## config.mk

```make
export PLATFORM = sky130hd
export DESIGN_NAME = short_long_click_detector_flat
export DESIGN_NICKNAME = d
export VERILOG_FILES = /design/src/rtl/scd_pkg.sv /design/src/rtl/scd_if.sv /design/src/rtl/scd_cfg_regs.sv /design/src/rtl/scd_step.sv /design/src/rtl/short_long_click_detector.sv /design/src/flat_wrapper.sv
export SDC_FILE = /design/constraint.sdc
export NUM_CORES = 1
export LEC_CHECK = 0
export BUFFER_PORTS_ARGS = -buffer_cell sky130_fd_sc_hd__buf_2
export CORE_MARGIN = 2
export CORE_UTILIZATION = 35
export DETAILED_ROUTE_END_ITERATION = 16
export GPL_TIMING_DRIVEN = 0
export HOLD_SLACK_MARGIN = 0.08
export PLACE_DENSITY = 0.51
export SLEW_MARGIN = 25
export SYNTH_ARGS = -nofsm -noshare
export SYNTH_HDL_FRONTEND = slang
export SYNTH_SLANG_ARGS = --single-unit
```

## constraint.sdc

```tcl
create_clock -name clk -period 20.7 [get_ports clk]
set_clock_uncertainty 0.1 [all_clocks]
set_input_delay 1.035 -clock clk [delete_from_list [all_inputs] [get_ports clk]]
set_output_delay 1.035 -clock clk [all_outputs]
set_load 0.005 [all_outputs]
```

## src/rtl/scd_pkg.sv

```systemverilog
// Shared types, codes and constants for the short/long click detector.
// No dependencies; every other file of the block imports this package.
`default_nettype none

package scd_pkg;

  // Widths
  localparam int TIME_BITS = 16;                 // elapsed counter width
  localparam int CFG_W     = 16;                 // threshold register width
  localparam int CMP_W     = (TIME_BITS > CFG_W) ? TIME_BITS : CFG_W;
  localparam int REQ_W     = 2;
  localparam int SND_W     = 2;
  localparam int PH_W      = 3;
  localparam int IDX_W     = 2;
  localparam int STEP_MAX  = 7;                  // phases one tick may pass through

  // Request codes
  localparam logic [REQ_W-1:0] REQ_TICK = 2'd0;
  localparam logic [REQ_W-1:0] REQ_ARM  = 2'd1;
  localparam logic [REQ_W-1:0] REQ_STOP = 2'd2;

  // Phase codes
  localparam logic [PH_W-1:0] PH_IDLE     = 3'd0;
  localparam logic [PH_W-1:0] PH_RELEASED = 3'd1;
  localparam logic [PH_W-1:0] PH_GAP      = 3'd2;
  localparam logic [PH_W-1:0] PH_SHORT    = 3'd3;
  localparam logic [PH_W-1:0] PH_LONG     = 3'd4;
  localparam logic [PH_W-1:0] PH_WAITREL  = 3'd5;

  // Sound request codes
  localparam logic [SND_W-1:0] SND_NONE  = 2'd0;
  localparam logic [SND_W-1:0] SND_SHORT = 2'd1;
  localparam logic [SND_W-1:0] SND_LONG  = 2'd2;

  // Configuration register indexes
  localparam logic [IDX_W-1:0] CFG_GAP   = 2'd0;
  localparam logic [IDX_W-1:0] CFG_SHORT = 2'd1;
  localparam logic [IDX_W-1:0] CFG_LONG  = 2'd2;

  // Configuration reset values
  localparam logic [CFG_W-1:0] GAP_RST   = 16'd50;
  localparam logic [CFG_W-1:0] SHORT_RST = 16'd500;
  localparam logic [CFG_W-1:0] LONG_RST  = 16'd2000;

  localparam logic [TIME_BITS-1:0] TIME_MAX = '1;

  typedef struct packed {
    logic [CFG_W-1:0] gap_ticks;
    logic [CFG_W-1:0] short_ticks;
    logic [CFG_W-1:0] long_ticks;
  } cfg_t;

  typedef struct packed {
    logic [PH_W-1:0]      phase;
    logic [TIME_BITS-1:0] elapsed;
    logic                 want_long;
    logic                 want_short;
    logic                 short_flag;
    logic                 long_flag;
    logic [SND_W-1:0]     sound;
  } state_t;

endpackage

`default_nettype wire

```

## src/rtl/scd_if.sv

```systemverilog
// Valid/ready channel interfaces of the click detector: request, result
// and configuration write. Depends on scd_pkg.
`default_nettype none

interface scd_req_if;
  import scd_pkg::*;
  logic             valid;
  logic             ready;
  logic [REQ_W-1:0] req_type;
  logic             button_level;
  logic             arm_long;
  logic             arm_short;

  modport source (output valid, req_type, button_level, arm_long, arm_short,
                  input ready);
  modport sink   (input valid, req_type, button_level, arm_long, arm_short,
                  output ready);
endinterface

interface scd_rsp_if;
  import scd_pkg::*;
  logic             valid;
  logic             ready;
  logic [SND_W-1:0] sound_cmd;
  logic             short_seen;
  logic             long_seen;
  logic [PH_W-1:0]  phase_now;

  modport source (output valid, sound_cmd, short_seen, long_seen, phase_now,
                  input ready);
  modport sink   (input valid, sound_cmd, short_seen, long_seen, phase_now,
                  output ready);
endinterface

interface scd_cfg_if;
  import scd_pkg::*;
  logic             valid;
  logic             ready;
  logic [IDX_W-1:0] index;
  logic [CFG_W-1:0] data;

  modport source (output valid, index, data, input ready);
  modport sink   (input valid, index, data, output ready);
endinterface

`default_nettype wire

```

## src/rtl/scd_cfg_regs.sv

```systemverilog
// Threshold registers of the click detector, written over the config channel.
// Depends on scd_pkg and scd_cfg_if.
`default_nettype none

module scd_cfg_regs (
  input  wire logic        clk,
  input  wire logic        rst,
  scd_cfg_if.sink          cfg,
  output scd_pkg::cfg_t    regs
);
  import scd_pkg::*;

  // Writes should land only while the block is idle; the block does not enforce this, and the port never stalls
  assign cfg.ready = 1'b1;

  // Register file; an index past the list is dropped
  always_ff @(posedge clk) begin
    if (rst) begin
      regs.gap_ticks   <= GAP_RST;
      regs.short_ticks <= SHORT_RST;
      regs.long_ticks  <= LONG_RST;
    end else if (cfg.valid) begin
      case (cfg.index)
        CFG_GAP:   regs.gap_ticks   <= cfg.data;
        CFG_SHORT: regs.short_ticks <= cfg.data;
        CFG_LONG:  regs.long_ticks  <= cfg.data;
        default:   ;
      endcase
    end
  end

endmodule

`default_nettype wire

```

## src/rtl/scd_step.sv

```systemverilog
// Next-state logic for one request: arm, stop, or a tick that walks the
// press-timing phases. Purely combinational. Depends on scd_pkg.
`default_nettype none

module scd_step (
  input  wire scd_pkg::state_t         cur,
  input  wire scd_pkg::cfg_t           regs,
  input  wire logic [scd_pkg::REQ_W-1:0] req_type,
  input  wire logic                    button_level,
  input  wire logic                    arm_long,
  input  wire logic                    arm_short,
  output scd_pkg::state_t              nxt
);
  import scd_pkg::*;

  logic                 armed;
  logic                 timing;
  logic                 zero_path;
  logic [TIME_BITS-1:0] e_run;
  logic [TIME_BITS-1:0] e_eff;
  logic                 lt_gap;
  logic                 lt_short;
  logic                 lt_long;
  logic [PH_W-1:0]      ph;
  logic [SND_W-1:0]     snd;
  logic                 sflag;
  logic                 lflag;
  logic                 done;

  assign armed  = cur.want_long | cur.want_short;
  assign timing = (cur.phase == PH_GAP) || (cur.phase == PH_SHORT) ||
                  (cur.phase == PH_LONG);

  // Saturating tick count while a press is being timed
  assign e_run = (timing && (cur.elapsed != TIME_MAX)) ?
                 cur.elapsed + TIME_BITS'(1) : cur.elapsed;

  // A new press starts only from released (or idle when armed); the count
  // restarts at zero and the gap phase sees zero
  assign zero_path = button_level &&
                     ((cur.phase == PH_RELEASED) || ((cur.phase == PH_IDLE) && armed));
  assign e_eff     = zero_path ? '0 : e_run;

  // The count stays fixed for the rest of the tick, so compare once
  assign lt_gap   = CMP_W'(e_eff) < CMP_W'(regs.gap_ticks);
  assign lt_short = CMP_W'(e_eff) < CMP_W'(regs.short_ticks);
  assign lt_long  = CMP_W'(e_eff) < CMP_W'(regs.long_ticks);

  // Phase walk for a tick; a few steps on narrow state
  always_comb begin
    ph    = cur.phase;
    snd   = cur.sound;
    sflag = cur.short_flag;
    lflag = cur.long_flag;
    done  = 1'b0;
    for (int i = 0; i < STEP_MAX; i++) begin
      if (!done) begin
        case (ph)
          PH_IDLE: begin
            if (!armed) done = 1'b1;
            else ph = PH_RELEASED;
          end
          PH_RELEASED: begin
            if (button_level) begin
              ph = PH_GAP;
            end else begin
              if (!armed) ph = PH_IDLE;
              done = 1'b1;
            end
          end
          PH_GAP: begin
            if (lt_gap) begin
              if (!armed) begin
                ph   = PH_IDLE;
                done = 1'b1;
              end else if (!button_level) begin
                ph = PH_RELEASED;
              end else begin
                done = 1'b1;
              end
            end else begin
              snd = SND_SHORT;
              ph  = PH_SHORT;
            end
          end
          PH_SHORT: begin
            if (lt_short) begin
              if (!armed) begin
                snd = SND_NONE;
                ph  = PH_WAITREL;
              end else if (!button_level && cur.want_short) begin
                snd   = SND_NONE;
                sflag = 1'b1;
                ph    = PH_RELEASED;
              end else begin
                // disabled short release keeps timing
                done = 1'b1;
              end
            end else begin
              snd = SND_LONG;
              ph  = PH_LONG;
            end
          end
          PH_LONG: begin
            if (lt_long) begin
              if (!armed) begin
                snd = SND_NONE;
                ph  = PH_WAITREL;
              end else if (!button_level) begin
                if (cur.want_long) begin
                  snd   = SND_NONE;
                  lflag = 1'b1;
                end
                ph = PH_RELEASED;
              end else begin
                done = 1'b1;
              end
            end else begin
              snd = SND_NONE;
              ph  = PH_WAITREL;
            end
          end
          PH_WAITREL: begin
            if (button_level) done = 1'b1;
            else ph = PH_IDLE;
          end
          default: begin
            ph   = PH_IDLE;
            done = 1'b1;
          end
        endcase
      end
    end
  end

  // Request decode
  always_comb begin
    nxt = cur;
    case (req_type)
      REQ_TICK: begin
        nxt.phase      = ph;
        nxt.elapsed    = e_eff;
        nxt.sound      = snd;
        nxt.short_flag = sflag;
        nxt.long_flag  = lflag;
      end
      REQ_ARM: begin
        nxt.want_long  = arm_long;
        nxt.want_short = arm_short;
      end
      REQ_STOP: begin
        nxt.want_long  = 1'b0;
        nxt.want_short = 1'b0;
        nxt.short_flag = 1'b0;
        nxt.long_flag  = 1'b0;
      end
      default: ;
    endcase
  end

endmodule

`default_nettype wire

```

## src/rtl/short_long_click_detector.sv

```systemverilog
// Short/long click detector. Each request (millisecond tick with the button
// level, arm with short/long enables, or stop) produces exactly one result
// carrying the current sound request, the latched short and long click flags
// and the timing phase. One request is taken every clock cycle unless the
// result side stalls; a request is held in the input register and its result
// is then written to the result register. The next-state logic is
// combinational and resolves all phase changes of a tick together. While a
// result waits, a new request is still taken if the input register is empty.
// The user must write thresholds over the cfg channel (index 0 gap, 1
// short window end, 2 long window end) only while idle; the block does not
// enforce it. Depends on scd_pkg, scd_if, scd_cfg_regs and scd_step.
`default_nettype none

module short_long_click_detector (
  input  wire logic clk,
  input  wire logic rst,
  scd_cfg_if.sink   cfg,
  scd_req_if.sink   req,
  scd_rsp_if.source rsp
);
  import scd_pkg::*;

  cfg_t              regs;
  state_t            st;
  state_t            st_next;
  logic              stg_valid;
  logic [REQ_W-1:0]  stg_req_type;
  logic              stg_button;
  logic              stg_arm_long;
  logic              stg_arm_short;
  logic              out_free;
  logic              advance;

  scd_cfg_regs u_cfg (
    .clk  (clk),
    .rst  (rst),
    .cfg  (cfg),
    .regs (regs)
  );

  scd_step u_step (
    .cur          (st),
    .regs         (regs),
    .req_type     (stg_req_type),
    .button_level (stg_button),
    .arm_long     (stg_arm_long),
    .arm_short    (stg_arm_short),
    .nxt          (st_next)
  );

  // Handshake
  assign out_free  = !rsp.valid || rsp.ready;
  assign advance   = stg_valid && out_free;
  assign req.ready = !stg_valid || out_free;

  // Input register
  always_ff @(posedge clk) begin
    if (rst) begin
      stg_valid <= 1'b0;
    end else if (req.ready) begin
      stg_valid <= req.valid;
    end
  end

  always_ff @(posedge clk) begin
    if (req.valid && req.ready) begin
      stg_req_type  <= req.req_type;
      stg_button    <= req.button_level;
      stg_arm_long  <= req.arm_long;
      stg_arm_short <= req.arm_short;
    end
  end

  // Detector state, updated as each request moves to the result register
  always_ff @(posedge clk) begin
    if (rst) begin
      st.phase      <= PH_IDLE;
      st.elapsed    <= '0;
      st.want_long  <= 1'b0;
      st.want_short <= 1'b0;
      st.short_flag <= 1'b0;
      st.long_flag  <= 1'b0;
      st.sound      <= SND_NONE;
    end else if (advance) begin
      st <= st_next;
    end
  end

  // Result register
  always_ff @(posedge clk) begin
    if (rst) begin
      rsp.valid <= 1'b0;
    end else if (out_free) begin
      rsp.valid <= stg_valid;
    end
  end

  always_ff @(posedge clk) begin
    if (advance) begin
      rsp.sound_cmd  <= st_next.sound;
      rsp.short_seen <= st_next.short_flag;
      rsp.long_seen  <= st_next.long_flag;
      rsp.phase_now  <= st_next.phase;
    end
  end

endmodule

`default_nettype wire

```

## src/flat_wrapper.sv

```systemverilog
// flat-port wrapper written by rule: the top's interface ports become plain ports
module short_long_click_detector_flat import scd_pkg::*;
  (clk, rst, cfg_valid, cfg_index, cfg_data, cfg_ready, req_valid, req_req_type, req_button_level, req_arm_long, req_arm_short, req_ready, rsp_valid, rsp_sound_cmd, rsp_short_seen, rsp_long_seen, rsp_phase_now, rsp_ready);
  scd_cfg_if cfg_i ();
  scd_req_if req_i ();
  scd_rsp_if rsp_i ();
  input  wire logic clk;
  input  wire logic rst;
  input wire logic [$bits(cfg_i.valid)-1:0] cfg_valid;
  input wire logic [$bits(cfg_i.index)-1:0] cfg_index;
  input wire logic [$bits(cfg_i.data)-1:0] cfg_data;
  output wire logic [$bits(cfg_i.ready)-1:0] cfg_ready;
  input wire logic [$bits(req_i.valid)-1:0] req_valid;
  input wire logic [$bits(req_i.req_type)-1:0] req_req_type;
  input wire logic [$bits(req_i.button_level)-1:0] req_button_level;
  input wire logic [$bits(req_i.arm_long)-1:0] req_arm_long;
  input wire logic [$bits(req_i.arm_short)-1:0] req_arm_short;
  output wire logic [$bits(req_i.ready)-1:0] req_ready;
  output wire logic [$bits(rsp_i.valid)-1:0] rsp_valid;
  output wire logic [$bits(rsp_i.sound_cmd)-1:0] rsp_sound_cmd;
  output wire logic [$bits(rsp_i.short_seen)-1:0] rsp_short_seen;
  output wire logic [$bits(rsp_i.long_seen)-1:0] rsp_long_seen;
  output wire logic [$bits(rsp_i.phase_now)-1:0] rsp_phase_now;
  input wire logic [$bits(rsp_i.ready)-1:0] rsp_ready;
  assign cfg_i.valid = cfg_valid;
  assign cfg_i.index = cfg_index;
  assign cfg_i.data = cfg_data;
  assign cfg_ready = cfg_i.ready;
  assign req_i.valid = req_valid;
  assign req_i.req_type = req_req_type;
  assign req_i.button_level = req_button_level;
  assign req_i.arm_long = req_arm_long;
  assign req_i.arm_short = req_arm_short;
  assign req_ready = req_i.ready;
  assign rsp_valid = rsp_i.valid;
  assign rsp_sound_cmd = rsp_i.sound_cmd;
  assign rsp_short_seen = rsp_i.short_seen;
  assign rsp_long_seen = rsp_i.long_seen;
  assign rsp_phase_now = rsp_i.phase_now;
  assign rsp_i.ready = rsp_ready;
  short_long_click_detector u_core (.clk(clk), .rst(rst), .cfg(cfg_i), .req(req_i), .rsp(rsp_i));
endmodule
```

---- After elaboration in Yosys (flattened, before gate mapping) ----
Index checks and enable logic that the tools add are counted.
word-level totals
  register bits after elaboration ......... 87
  input bits .............................. 28
  output and inout port bits .............. 10
  logic and storage cells ................. 362
cells by class
  add/sub/neg operators ................... 1
  magnitude comparators ................... 3
  equal/unequal tests ..................... 40
  muxes and demuxes ....................... 268
  bitwise gates (word level) .............. 1
  reduce and logical (&&, ||, !) cells .... 29
operators with widths
  operator                                                               count
  3-bit 2-to-1 mux                                                       90
  2-bit 2-to-1 mux                                                       63
  3-bit one-hot mux with 6 select lines                                  7
  1-bit 2-to-1 mux                                                       90
  16-bit less-than comparator                                            3
  3-bit by 2-bit equality test with 1-bit output, second input constant  14
  3-bit equality test, second input constant                             14
  2-bit one-hot mux with 3 select lines                                  7
  1-bit one-hot mux with 6 select lines                                  6
  16-bit 2-to-1 mux                                                      2
  3-bit by 1-bit equality test with 1-bit output, second input constant  7
  3-bit zero test                                                        7
  19-bit 2-to-1 mux                                                      1
  16-bit by 1-bit adder with 16-bit output, second input constant        1
  16-bit != test, second input constant                                  1
  2-bit AND reduction                                                    5
  2-bit one-hot mux with 2 select lines                                  2
  1-bit logical AND                                                      6
  1-bit logical OR                                                       5
  2-bit by 1-bit equality test with 1-bit output, second input constant  2
  2-bit equality test, second input constant                             2
  2-bit zero test                                                        2
  1-bit zero test                                                        3
  2-bit nonzero test                                                     1
  1-bit bitwise OR                                                       1

---- Depth between registers and ports, before layout ----
Gate-level depths: netlist (run 1).
  depth in word-level cells ............... 46
  depth in mapped cells ................... 26
  depth with buffers taken out ............ 25

---- Cells and area by module ----
From an unflattened synthesis (run 1), not the netlist that was laid out.
unflattened totals
  cells, all modules ...................... 792
  area total of the unflattened synthesis .. 6,706.4 µm²
modules (own cells, without submodules)
  module                     times used  cells each  area each (µm²)  sequential area each (µm²)
  scd_step                   1           473         3,190.6          0.0
  scd_cfg_regs               1           189         1,951.9          960.9
  short_long_click_detector  1           130         1,564.0          900.9

---- Worst setup path before layout (run 1) ----
No wires, ideal clock.
  path type ............................... register -> register
  from .................................... register u_core.st[6] in the netlist's numbering
  to ...................................... register u_core.rsp.sound_cmd[1] (data pin)
  library setup time ...................... 0.260 ns
  arrival ................................. 6.441 ns
  required time ........................... 20.340 ns
  path slack .............................. 13.898 ns
  cell stages (with the launch flop) ...... 27
  path buffers ............................ 1
  clock period less this slack ............ 6.802 ns
  path through ............................ dfxtp_1 -> ha_1 -> nand3_1 -> nor4_4 -> nor2_1 -> nand4_1 -> nor2_1 -> and4_1 -> nand4_1 -> or3_1 -> a21oi_1 -> ha_1 -> nand2_1 -> a21oi_1 -> a221oi_2 -> o21ai_1 -> or3_1 -> or3_1 -> buf_6 -> a311oi_4 -> mux2i_1 -> a21oi_1 -> or4_4 -> a21oi_2 -> a31oi_2 -> o311a_1 -> mux2_4
RTL lines
  item                    line                              RTL
  from (decl)             short_long_click_detector.sv:24   state_t st;
  from (signal assigned)  short_long_click_detector.sv:85   st <= st_next;
  to (signal assigned)    short_long_click_detector.sv:100  rsp.sound_cmd <= st_next.sound;
  to (decl)               scd_if.sv:29                      modport source (output valid, sound_cmd, short_seen, long_seen, phase_now,

==> impl_metrics.py, run 1 <==
metrics = {
    "run_status": {
        "outcome": "finished clean",
    },
    "global_route": {
        "grtUsageTotal_pct": 20.8,
        "grt-ovfl-total": 0,
        "antenna_found_initial": 0,
        "grt_pass1_wl_um": 29900,
        "grt_max_degree": 16,
        "grt_pass1_vias": 5484,
    },
    "yosys": {
        "yosys-top-cells-area": "dfxtp_1 24%, ha_1 9.7%, nand2_1 9.5%",
        "ys_seq_area_share_pct": 30.1,
        "synth-warning-count": 0,
        "synthDistinctLibCells": 91,
        "synthFlopType": "dfxtp_1",
        "syn-mean-instance-area_um2": 7.65,
        "synth_edf_count": 12,
        "synthesis.area_um2": 6180,
        "netlist_instances": 808,
        "synthArstFlopShare_pct": 0,
        "synth_top_area_share_pct": 24.3,
        "synth_top_cell_by_area": "dfxtp_1",
        "synth_nets": 884,
        "ys_ff_latch": 87,
    },
    "placed_design": {
        "routabilityCongestion": 0.874,
        "dpl.hpwl_um": 14500,
        "port-buffer-count": 36,
    },
    "power": {
        "ir_drop_mv": 0.0350,
        "power.density_nw_per_um2": 58.7,
        "p_leak_nw": 2.79,
    },
    "sta": {
        "rsz0062_at_grt": "no",
        "fin_crit_ns": 7.98,
        "max_clock_freq_mhz": 125,
        "finalSetupTns_ns": 0,
        "drv_slew": 0,
        "worst_pin_slew_ns": 0.839,
        "hold_viol": 0,
        "hold_ws_ns": 0.355,
        "fin_crit_sh_pct": 38.6,
        "relSlewSlack_pct": 44.1,
        "setup_violations": 0,
    },
    "clocking": {
        "clock_path_buffers": 2,
        "clkSinkCount": 87,
        "tritoncts": "done",
        "post_cts_buffers": 0,
        "root_buffer": "clkbuf_16",
        "cts_max_level": 3,
        "postCtsHoldBufs": 0,
        "cts_resized": 0,
        "clk_pin_slew_ns": 0.07,
        "cts_buffers": 9,
        "clock_latency_ns": 0.36,
    },
    "floorplan": {
        "start_util_pct": 35.7,
        "dieHeight_um": 137,
        "num_rows": 48,
        "io_pins": 38,
        "die_w_um": 137,
        "core-area_um2": 17300,
        "die_area_um2": 18700,
    },
    "final_layout": {
        "num_antenna_cells": 0,
        "area_growth_pct": 12.5,
        "fin_nets": 931,
        "drive_above_1_share_pct": 10.5,
        "layout_common_cells": "157 x nand2_1, 83 x a21oi_1, 75 x dfxtp_1",
        "mostFrequentLayoutCell": "nand2_1",
    },
    "worst_setup_path": {
        "critPathSlowestCell": "nor2_1",
        "worstSetupStartpointType": "flop",
        "crit_fanout": 9,
        "worst_ep_required_time_ns": 20.72,
        "max_stage_delay_ns": 0.49,
        "r2r_slack_ns": 12.72,
        "end_kind": "flop",
        "r2r-end": "u_core.rsp.sound_cmd[1]",
        "rr_worst_depth": 26,
        "rr_startpoint": "u_core.st[22]",
        "crit_arrival_ns": 8.00,
        "critPathKind": "flop to flop",
    },
    "route": {
        "first_pass_iters": 6,
        "routed_via_density": 5.44,
        "ant_nets": 0,
        "drtIter0Drc": 296,
        "wl_um": 18500,
        "post_drt_wl_per_cell_um": 17.0,
        "dr_total_vias": 5903,
        "drc": 0,
    },
    "min_path": {
        "worst_hold_path.endpoint": "u_core.u_cfg.regs[3]",
        "hp-start": "u_core.u_cfg.regs[3]",
        "worstHoldPathCells": 2,
        "hold_class": "flop to flop",
    },
    "run": {
        "max-cap-violations": 0,
    },
}
-- synth_stat cells, types with 4 or more instances --
library cell / number
nor3b_1: 6
a211oi_1: 10
and3_1: 4
dfxtp_1: 75
nand4_1: 16
o21ai_0: 21
and2_1: 5
nor2b_1: 5
nand3_1: 15
mux2i_1: 4
nor2_1: 67
o21a_1: 4
nor3_1: 20
ha_1: 48
o311ai_1: 4
nand2_1: 157
edfxtp_1: 12
o22ai_1: 4
a21oi_1: 83
nand2b_1: 8
a31oi_1: 5
o211ai_1: 9
inv_1: 56
a211o_1: 12
nor4_1: 5
nand3b_1: 10
xor2_1: 9
clkbuf_1: 28
o21ai_1: 5
or3_1: 13
-- where the power goes --
group	total, mW	leakage (nW)	switching, mW	internal, mW
clock	0.171	0.149	0.0736	0.0975
sequential	0.179	0.728	0.00232	0.176
combinational	0.0581	1.91	0.0379	0.0202
-- cell families (layout without fill, tap and decap cells) --
| group | Yosys count | after routing | synth area share (%) |
|---|---|---|---|
| flip-flops | 87 | 87 | 30.1 |
| buffers and inverters | 92 | 144 | 6.03 |
| adder cells (fa/ha/maj) | 49 | 49 | 9.88 |
| other | 1 | 1 | 0.0607 |
| AO/OA/AOI/OAI | 211 | 211 | 23.7 |
| AND/OR/NAND/NOR | 350 | 350 | 27.2 |
| multiplexers | 7 | 7 | 1.44 |
| XOR/XNOR | 11 | 11 | 1.56 |
-- per-layer routing --
metal / global-route usage, % / wire [um]
met1: 28.9 / 9050
met2: 32.2 / 8040
met5: 0 / 0
met3: 3.41 / 933
met4: 7.96 / 452
-- sequential cells by signal, indices dropped and copies added, names as in the netlist, 2 cells and up --
signal,cells
u_core.u_cfg.regs,48
u_core.rsp.sound_cmd,2
u_core.stg_req_type,2
u_core.rsp.phase_now,3
u_core.st,25
-- through the flow --
step	setup WS (ns)	area (um2)	total power, mW	utilization, %	cells
floorplan	13.90	6180	0.222	-	808
global placement	12.75	6640	0.241	38.4	1069
detailed placement	12.80	6650	0.240	38.4	1069
CTS	12.77	6960	0.411	40.2	1085
global route	12.09	6960	0.425	40.2	1085
finish	12.72	6960	0.408	40.2	1085
-- layout make-up --
| cell class | count | area [um2] |
|---|---|---|
| plain buffers | 35 | 159 |
| clock buffers | 10 | 239 |
| clock inverters | 6 | 68.8 |
| fillers | 1834 | 10300 |
| inverters | 57 | 214 |
| multi-input cells | 629 | 3950 |
| flip-flops and latches | 87 | 1860 |
| well taps | 225 | 282 |
| repair buffers | 36 | 180 |
-- how the worst max path moves through the flow --
stage / from / endpoint / cells past startpoint
floorplan: u_core.st[6] / u_core.rsp.sound_cmd[1] / 26
finish: u_core.st[22] / u_core.rsp.sound_cmd[1] / 26
global placement: u_core.st[22] / u_core.rsp.sound_cmd[1] / 26
CTS: u_core.st[22] / u_core.rsp.sound_cmd[1] / 26
detailed placement: u_core.st[22] / u_core.rsp.sound_cmd[1] / 26
global route: u_core.st[22] / u_core.rsp.phase_now[0] / 25
-- worst max-delay path: cells and delay by family, from the launching register on --
kind / cells / cell delay [ns]
AO/OA/AOI/OAI: 9 / 2.33
adder cells (fa/ha/maj): 1 / 0.34
buffers and inverters: 2 / 0.29
flip-flops: 1 / 0.31
multiplexers: 2 / 0.50
AND/OR/NAND/NOR: 12 / 3.84
No activity file was read; power rests on OpenSTA's default activity.
==> run 2, diff against run 1 <==
==> constraint.sdc (replaced) <==
create_clock -name clk -period 7.5 [get_ports clk]
set_clock_uncertainty 0.1 [all_clocks]
set_input_delay 0.375 -clock clk [delete_from_list [all_inputs] [get_ports clk]]
set_output_delay 0.375 -clock clk [all_outputs]
set_load 0.005 [all_outputs]
==> run 2 against run 1 <==
Compared with the run above:
- maximum frequency grew 11%
- via count up 0.44%
- largest power group unchanged
- utilization is 0.90 points higher
- critical endpoint unchanged
- highest routed layer unchanged
==> impl_metrics.py, run 2 (synthesized netlist as in run 1, its figures left out) <==
metrics = {
    "placed_design": {
        "routabilityCongestion": 0.874,
        "dpl.hpwl_um": 14500,
        "pre_cts_ws_ns": -0.398,
        "postPlaceCellArea_um2": 6650,
        "port-buffer-count": 36,
    },
    "min_path": {
        "hp-start": "req_req_type[1]",
        "hold_class": "primary input to flop",
    },
    "global_route": {
        "grt-ovfl-total": 0,
        "grt_pass1_vias": 5481,
        "grt_pass1_wl_um": 29900,
        "grt_max_degree": 16,
        "grtUsageTotal_pct": 20.8,
        "antenna_found_initial": 0,
    },
    "route": {
        "drc": 0,
        "dr_total_vias": 5929,
        "wl_um": 18600,
        "post_drt_wl_per_cell_um": 17.0,
        "routed_via_density": 5.43,
        "drtIter0Drc": 306,
        "first_pass_iters": 5,
        "ant_nets": 0,
    },
    "worst_setup_path": {
        "max_stage_delay_ns": 0.56,
        "critPathSlowestCell": "a21oi_1",
        "worstSetupStartpointType": "flop",
        "crit_path_start": "u_core.st[6]",
        "worst-path-buf-inv": 1,
        "rr_startpoint": "u_core.st[6]",
        "crit_family": "compound AO/OA/AOI/OAI gates",
        "cp_cell_sequence": "ha_1 > nand3_1 > nor4_4 > nor2_4 > nand4_1 > o21ai_0 > a21oi_1 > ha_1 > a211oi_1 > nor2_1 > o311ai_1 > o21ai_1 > or3_1 > or3_1 > buf_6 > a311oi_4 > mux2i_1 > a21oi_1 > or4_4 > a21oi_2 > a31oi_2 > o311a_1 > mux2_4",
        "r2r_slack_ns": 0.32,
        "end_kind": "flop",
        "worst_ep_required_time_ns": 7.51,
        "crit_fanout": 9,
        "critPathKind": "flop to flop",
        "crit_arrival_ns": 7.19,
    },
    "clocking": {
        "root_buffer": "clkbuf_16",
        "clkSinkCount": 87,
        "cts_buffers": 9,
        "postCtsHoldBufs": 0,
        "clock_latency_ns": 0.36,
        "clock_path_buffers": 2,
        "cts_max_level": 3,
        "tritoncts": "done",
        "clk_pin_slew_ns": 0.07,
    },
    "final_layout": {
        "fin_nets": 938,
        "mostFrequentLayoutCell": "nand2_1",
        "largestRegisters": "u_core.u_cfg.regs (48), u_core.st (25), u_core.rsp.phase_now (3)",
        "stdcell_area_um2": 7110,
        "top_register": "u_core.u_cfg.regs",
        "area_growth_pct": 15.1,
        "layout_common_cells": "157 x nand2_1, 81 x a21oi_1, 75 x dfxtp_1",
        "drive_above_1_share_pct": 12.7,
        "largest_register_ffs": 48,
        "num_antenna_cells": 0,
    },
    "sta": {
        "hold_viol": 0,
        "setup_violations": 0,
        "fin_crit_sh_pct": 95.7,
        "finalSetupTns_ns": 0,
        "drv_slew": 0,
        "max_clock_freq_mhz": 139,
        "hold_ws_ns": 0.0969,
        "relSlewSlack_pct": 49.8,
        "worst_pin_slew_ns": 0.747,
        "fin_crit_ns": 7.18,
        "fin_ws_ns": 0.324,
    },
    "power": {
        "ir_drop_mv": 0.0966,
        "power.density_nw_per_um2": 159,
        "switchingPower_mw": 0.316,
        "power_frac_clock_pct": 41.6,
        "combPwrFrac_pct": 14.7,
        "p_total_mw": 1.13,
        "p_int_mw": 0.816,
        "p_leak_nw": 2.84,
        "seqPwrFrac_pct": 43.6,
        "p_sw_share_pct": 27.9,
    },
    "floorplan": {
        "start_util_pct": 35.7,
        "die_area_um2": 18700,
        "core-area_um2": 17300,
        "dieHeight_um": 137,
        "num_rows": 48,
        "io_pins": 38,
        "die_w_um": 137,
    },
    "run": {
        "max-cap-violations": 0,
    },
    "run_status": {
        "outcome": "finished clean",
    },
}
-- run 2: cell count changes in the layout (fill, tap and decap cells not counted), sizes merged --
cell,before,now
buf,43,50
-- run 2: path summary, 6_finish.rpt --
path,endpoint,depth (start not counted)
worst max-delay path,u_core.rsp.sound_cmd[1],23
worst min-delay path,u_core.stg_req_type[1],1
worst max register to register,u_core.rsp.sound_cmd[1],23
worst min register to register,u_core.u_cfg.regs[35],2
-- run 2: worst reg2reg max path, delay by kind of cell (launching register included) --
| family | cells | cell delay, ns |
|---|---|---|
| AOI/OAI and AO/OA | 10 | 2.73 |
| DFF | 1 | 0.49 |
| muxes | 2 | 0.50 |
| adders and majority gates | 2 | 0.64 |
| and+or+nand+nor | 8 | 2.31 |
| buffers and inverters | 1 | 0.16 |
-- run 2: what timing repair did --
| item | CTS | global route |
|---|---|---|
| gates cloned | 0 | 0 |
| hold endpoints to repair | 0 | 0 |
| buffers inserted | 0 | 7 |
| setup endpoints to repair | 9 | 8 |
| resized for setup | 4 | 16 |
| pin swaps | 1 | 7 |
-- run 2: power groups by stage --
| stage | Combinational [mW] | Clock (mW) | Sequential [mW] |
|---|---|---|---|
| floorplan | 0.109 | 0 | 0.503 |
| global placement | 0.160 | 0 | 0.504 |
| detailed placement | 0.159 | 0 | 0.504 |
| CTS | 0.160 | 0.483 | 0.493 |
| global route | 0.186 | 0.499 | 0.495 |
| finish | 0.167 | 0.471 | 0.493 |
-- run 2: layout make-up --
cell class	count	area, um2
fillers	1819	10200
clock buffers	10	239
inverters	57	214
clock inverters	6	68.8
plain buffers	35	160
multi-input cells	629	4050
repair buffers	43	233
well taps	225	282
flip-flops and latches	87	1860
-- run 2: layer usage --
metal / vias up / global-route usage [%] / share of wire (%)
li1: 3000 / - / -
met1: 2737 / 28.9 / 49
met2: 157 / 32.2 / 44
met3: 35 / 3.41 / 4.7
met4: 0 / 7.96 / 2.5
met5: - / 0 / 0
-- run 2: stage by stage --
step	cells	utilization (%)
detailed placement	1069	38.4
floorplan	808	-
finish	1092	41.1
global placement	1069	38.4
CTS	1085	40.3
global route	1092	41.1
==> run 3, diff against run 2 <==
--- a/config.mk
+++ b/config.mk
@@ -15,4 +15,5 @@
 export SLEW_MARGIN = 25
 export SYNTH_ARGS = -nofsm -noshare
 export SYNTH_HDL_FRONTEND = slang
+export SYNTH_HIERARCHICAL = 1
 export SYNTH_SLANG_ARGS = --single-unit
==> run 3 against run 2 <==
Compared with the run above:
- maximum frequency up 2.0%
- clock-buffer cell count down 1
- utilization down 0.75 points
- register-to-register slack better by 0.14 ns
- routed wire length about the same
- critical path depth up 3
==> impl_metrics.py, run 3 <==
metrics = {
    "yosys": {
        "synth_top_area_share_pct": 22.4,
        "ys_ff_latch": 87,
        "netlist_instances": 792,
        "synth_top_cell_by_area": "dfxtp_1",
        "synthDistinctLibCells": 78,
        "synth_common_cells": "108 x nand2b_1, 81 x mux2i_1, 76 x nor2_1",
        "synth_nets": 866,
        "yosys-top-cells-area": "dfxtp_1 22%, mux2i_1 12%, nand2b_1 10%",
        "synthesis.area_um2": 6710,
        "synth_edf_count": 12,
        "ys_seq_area_share_pct": 27.8,
        "synthFlopType": "dfxtp_1",
        "synthArstFlopShare_pct": 0,
        "yosysMostFrequentCell": "nand2b_1",
        "synth-warning-count": 6,
        "syn-mean-instance-area_um2": 8.47,
    },
    "final_layout": {
        "drive_above_1_share_pct": 14.5,
        "num_antenna_cells": 0,
        "stdcell_area_um2": 7580,
        "area_growth_pct": 13.0,
        "fin_nets": 918,
        "mostFrequentLayoutCell": "nand2b_1",
        "top_register": "u_core/u_cfg/regs",
        "instances_no_fill": 1083,
        "largestRegisters": "u_core/u_cfg/regs (48), u_core/st (25), u_core/rsp.phase_now (3)",
        "largest_register_ffs": 48,
        "layout_common_cells": "108 x nand2b_1, 81 x mux2i_1, 75 x dfxtp_1",
    },
    "floorplan": {
        "die_w_um": 142,
        "dieHeight_um": 142,
        "num_rows": 50,
        "io_pins": 38,
        "start_util_pct": 35.7,
        "die_area_um2": 20300,
        "core-area_um2": 18800,
    },
    "power": {
        "ir_drop_mv": 0.103,
        "p_leak_nw": 3.10,
        "power.density_nw_per_um2": 143,
    },
    "sta": {
        "finalSetupTns_ns": 0,
        "fin_ws_ns": 0.468,
        "worst_pin_slew_ns": 0.749,
        "fin_crit_sh_pct": 93.8,
        "hold_viol": 0,
        "relSlewSlack_pct": 50.1,
        "setup_violations": 0,
        "rsz0062_at_grt": "no",
        "max_clock_freq_mhz": 142,
        "drv_slew": 0,
        "fin_crit_ns": 7.03,
    },
    "clocking": {
        "root_buffer": "clkbuf_16",
        "clkSinkCount": 87,
        "cts_buffers": 9,
        "clock_path_buffers": 2,
        "tritoncts": "done",
        "clk_pin_slew_ns": 0.07,
        "cts_max_level": 3,
        "clock_latency_ns": 0.36,
    },
    "route": {
        "drc": 0,
        "post_drt_wl_per_cell_um": 17.2,
        "ant_nets": 0,
        "dr_total_vias": 5731,
        "routed_via_density": 5.29,
        "wl_um": 18600,
        "first_pass_iters": 7,
        "drtIter0Drc": 350,
    },
    "placed_design": {
        "dp_cells": 1062,
        "dpl.hpwl_um": 14200,
        "port-buffer-count": 36,
        "pre_cts_ws_ns": -0.413,
        "postPlaceCellArea_um2": 7180,
        "routabilityCongestion": 0.878,
    },
    "worst_setup_path": {
        "critPathKind": "flop to flop",
        "crit_fanout": 10,
        "worstSetupStartpointType": "flop",
        "crit_path_start": "u_core/st[23]",
        "rr_worst_depth": 26,
        "max_stage_delay_ns": 0.48,
        "end_kind": "flop",
        "critPathSlowestCell": "or3b_2",
        "r2r-end": "u_core/rsp.sound_cmd[1]",
        "worst_ep_required_time_ns": 7.51,
        "r2r_slack_ns": 0.47,
        "crit_arrival_ns": 7.04,
        "rr_startpoint": "u_core/st[23]",
        "endpoint": "u_core/rsp.sound_cmd[1]",
        "cpMostUsedCell": "nor2_2",
    },
    "global_route": {
        "grt_pass1_vias": 5467,
        "grt_max_degree": 17,
        "grt_pass1_wl_um": 30000,
        "grt-ovfl-total": 0,
        "grtUsageTotal_pct": 19.1,
        "antenna_found_initial": 0,
    },
    "run": {
        "max-cap-violations": 0,
    },
    "min_path": {
        "hp-start": "req_req_type[0]",
        "hold_class": "primary input to flop",
    },
    "run_status": {
        "outcome": "finished clean",
    },
}
==> run 3: changes by cell type after synthesis, sizes merged, moves of 7 or more <==
cell and delta:
or3 -9, clkbuf -10, nand2b +100, nor3 -12, nor2 +9, nand4 -7
a211o -9, nand3b -8, a21oi -46, inv +8, nand2 -119, buf +13
mux2 +11, mux2i +76
==> run 3: where the power goes <==
part	internal [mW]	switching, mW	leakage, nW
registers	0.486	0.00661	0.727
logic	0.0628	0.0886	2.25
clock network	0.229	0.208	0.132
total	0.777	0.303	3.10
==> run 3: per-stage QoR <==
stage                     total power, mW  util, %  hold slack, ns
after floorplan                     0.605        -           0.345
after global placement              0.651     38.3           0.361
after detailed placement            0.650     38.3           0.363
after CTS                            1.09     40.0          0.0839
after global routing                 1.13     40.4          0.0954
final                                1.08     40.4           0.108
==> run 3: final cells by class <==
type                    count  area [um2]
fillers                  1936       11200
well taps                 234         293
repair buffers             41         228
inverters                  64         240
plain buffers              38         215
clock inverters             7        56.3
clock buffers               9         225
flip-flops and latches     87        1860
multi-input cells         603        4460
==> run 3: per-layer routing <==
| metal | share of wire [%] | GRT usage, % | up-vias | wire length [um] |
|---|---|---|---|---|
| met5 | 0 | 0 | - | 0 |
| met4 | 1.8 | 6.10 | 0 | 327 |
| met3 | 3.4 | 2.86 | 20 | 639 |
| met2 | 45 | 29.9 | 115 | 8450 |
| met1 | 49 | 27.0 | 2699 | 9180 |
| li1 | - | - | 2897 | - |
==> run 3: worst min path at each step <==
stage | endpoint | slack, ns | cells after the start
floorplan | u_core/st[2] | 0.35 | 2
global placement | u_core/u_cfg/regs[47] | 0.36 | 2
finish | u_core/stg_req_type[0] | 0.11 | 1
detailed placement | u_core/u_cfg/regs[28] | 0.36 | 2
global route | u_core/stg_req_type[0] | 0.1 | 1
CTS | u_core/stg_button | 0.08 | 1
==> run 3: timing repair <==
action,4_1_cts,5_1_grt
buffers inserted,0,1
resized for setup,6,12
pin swaps,0,1
setup endpoints to repair,8,11
hold buffers,2,2
endpoints found under the hold margin,2,2
==> run 3: cells by family (layout without fill, tap and decap cells) <==
logic type / count (synthesis) / in the layout / share of synthesized area, %
simple gates: 293 / 293 / 23.8
compound gates: 157 / 157 / 17.2
buf+inv: 102 / 159 / 6.77
mux: 94 / 94 / 14.3
flops: 87 / 87 / 27.8
fa+ha+maj: 46 / 46 / 8.58
xor+xnor: 12 / 12 / 1.57
other cells: 1 / 1 / 0.0559
==> run 3: worst max-delay path: cells and delay by family, from the launching register on <==
kind                       cells  cell delay (ns)
muxes                          2             0.30
AOI/OAI and AO/OA             10             2.40
DFF                            1             0.33
adders and majority gates      1             0.31
and+or+nand+nor               10             2.79
buffers and inverters          2             0.38
xor gates and xnor gates       1             0.16
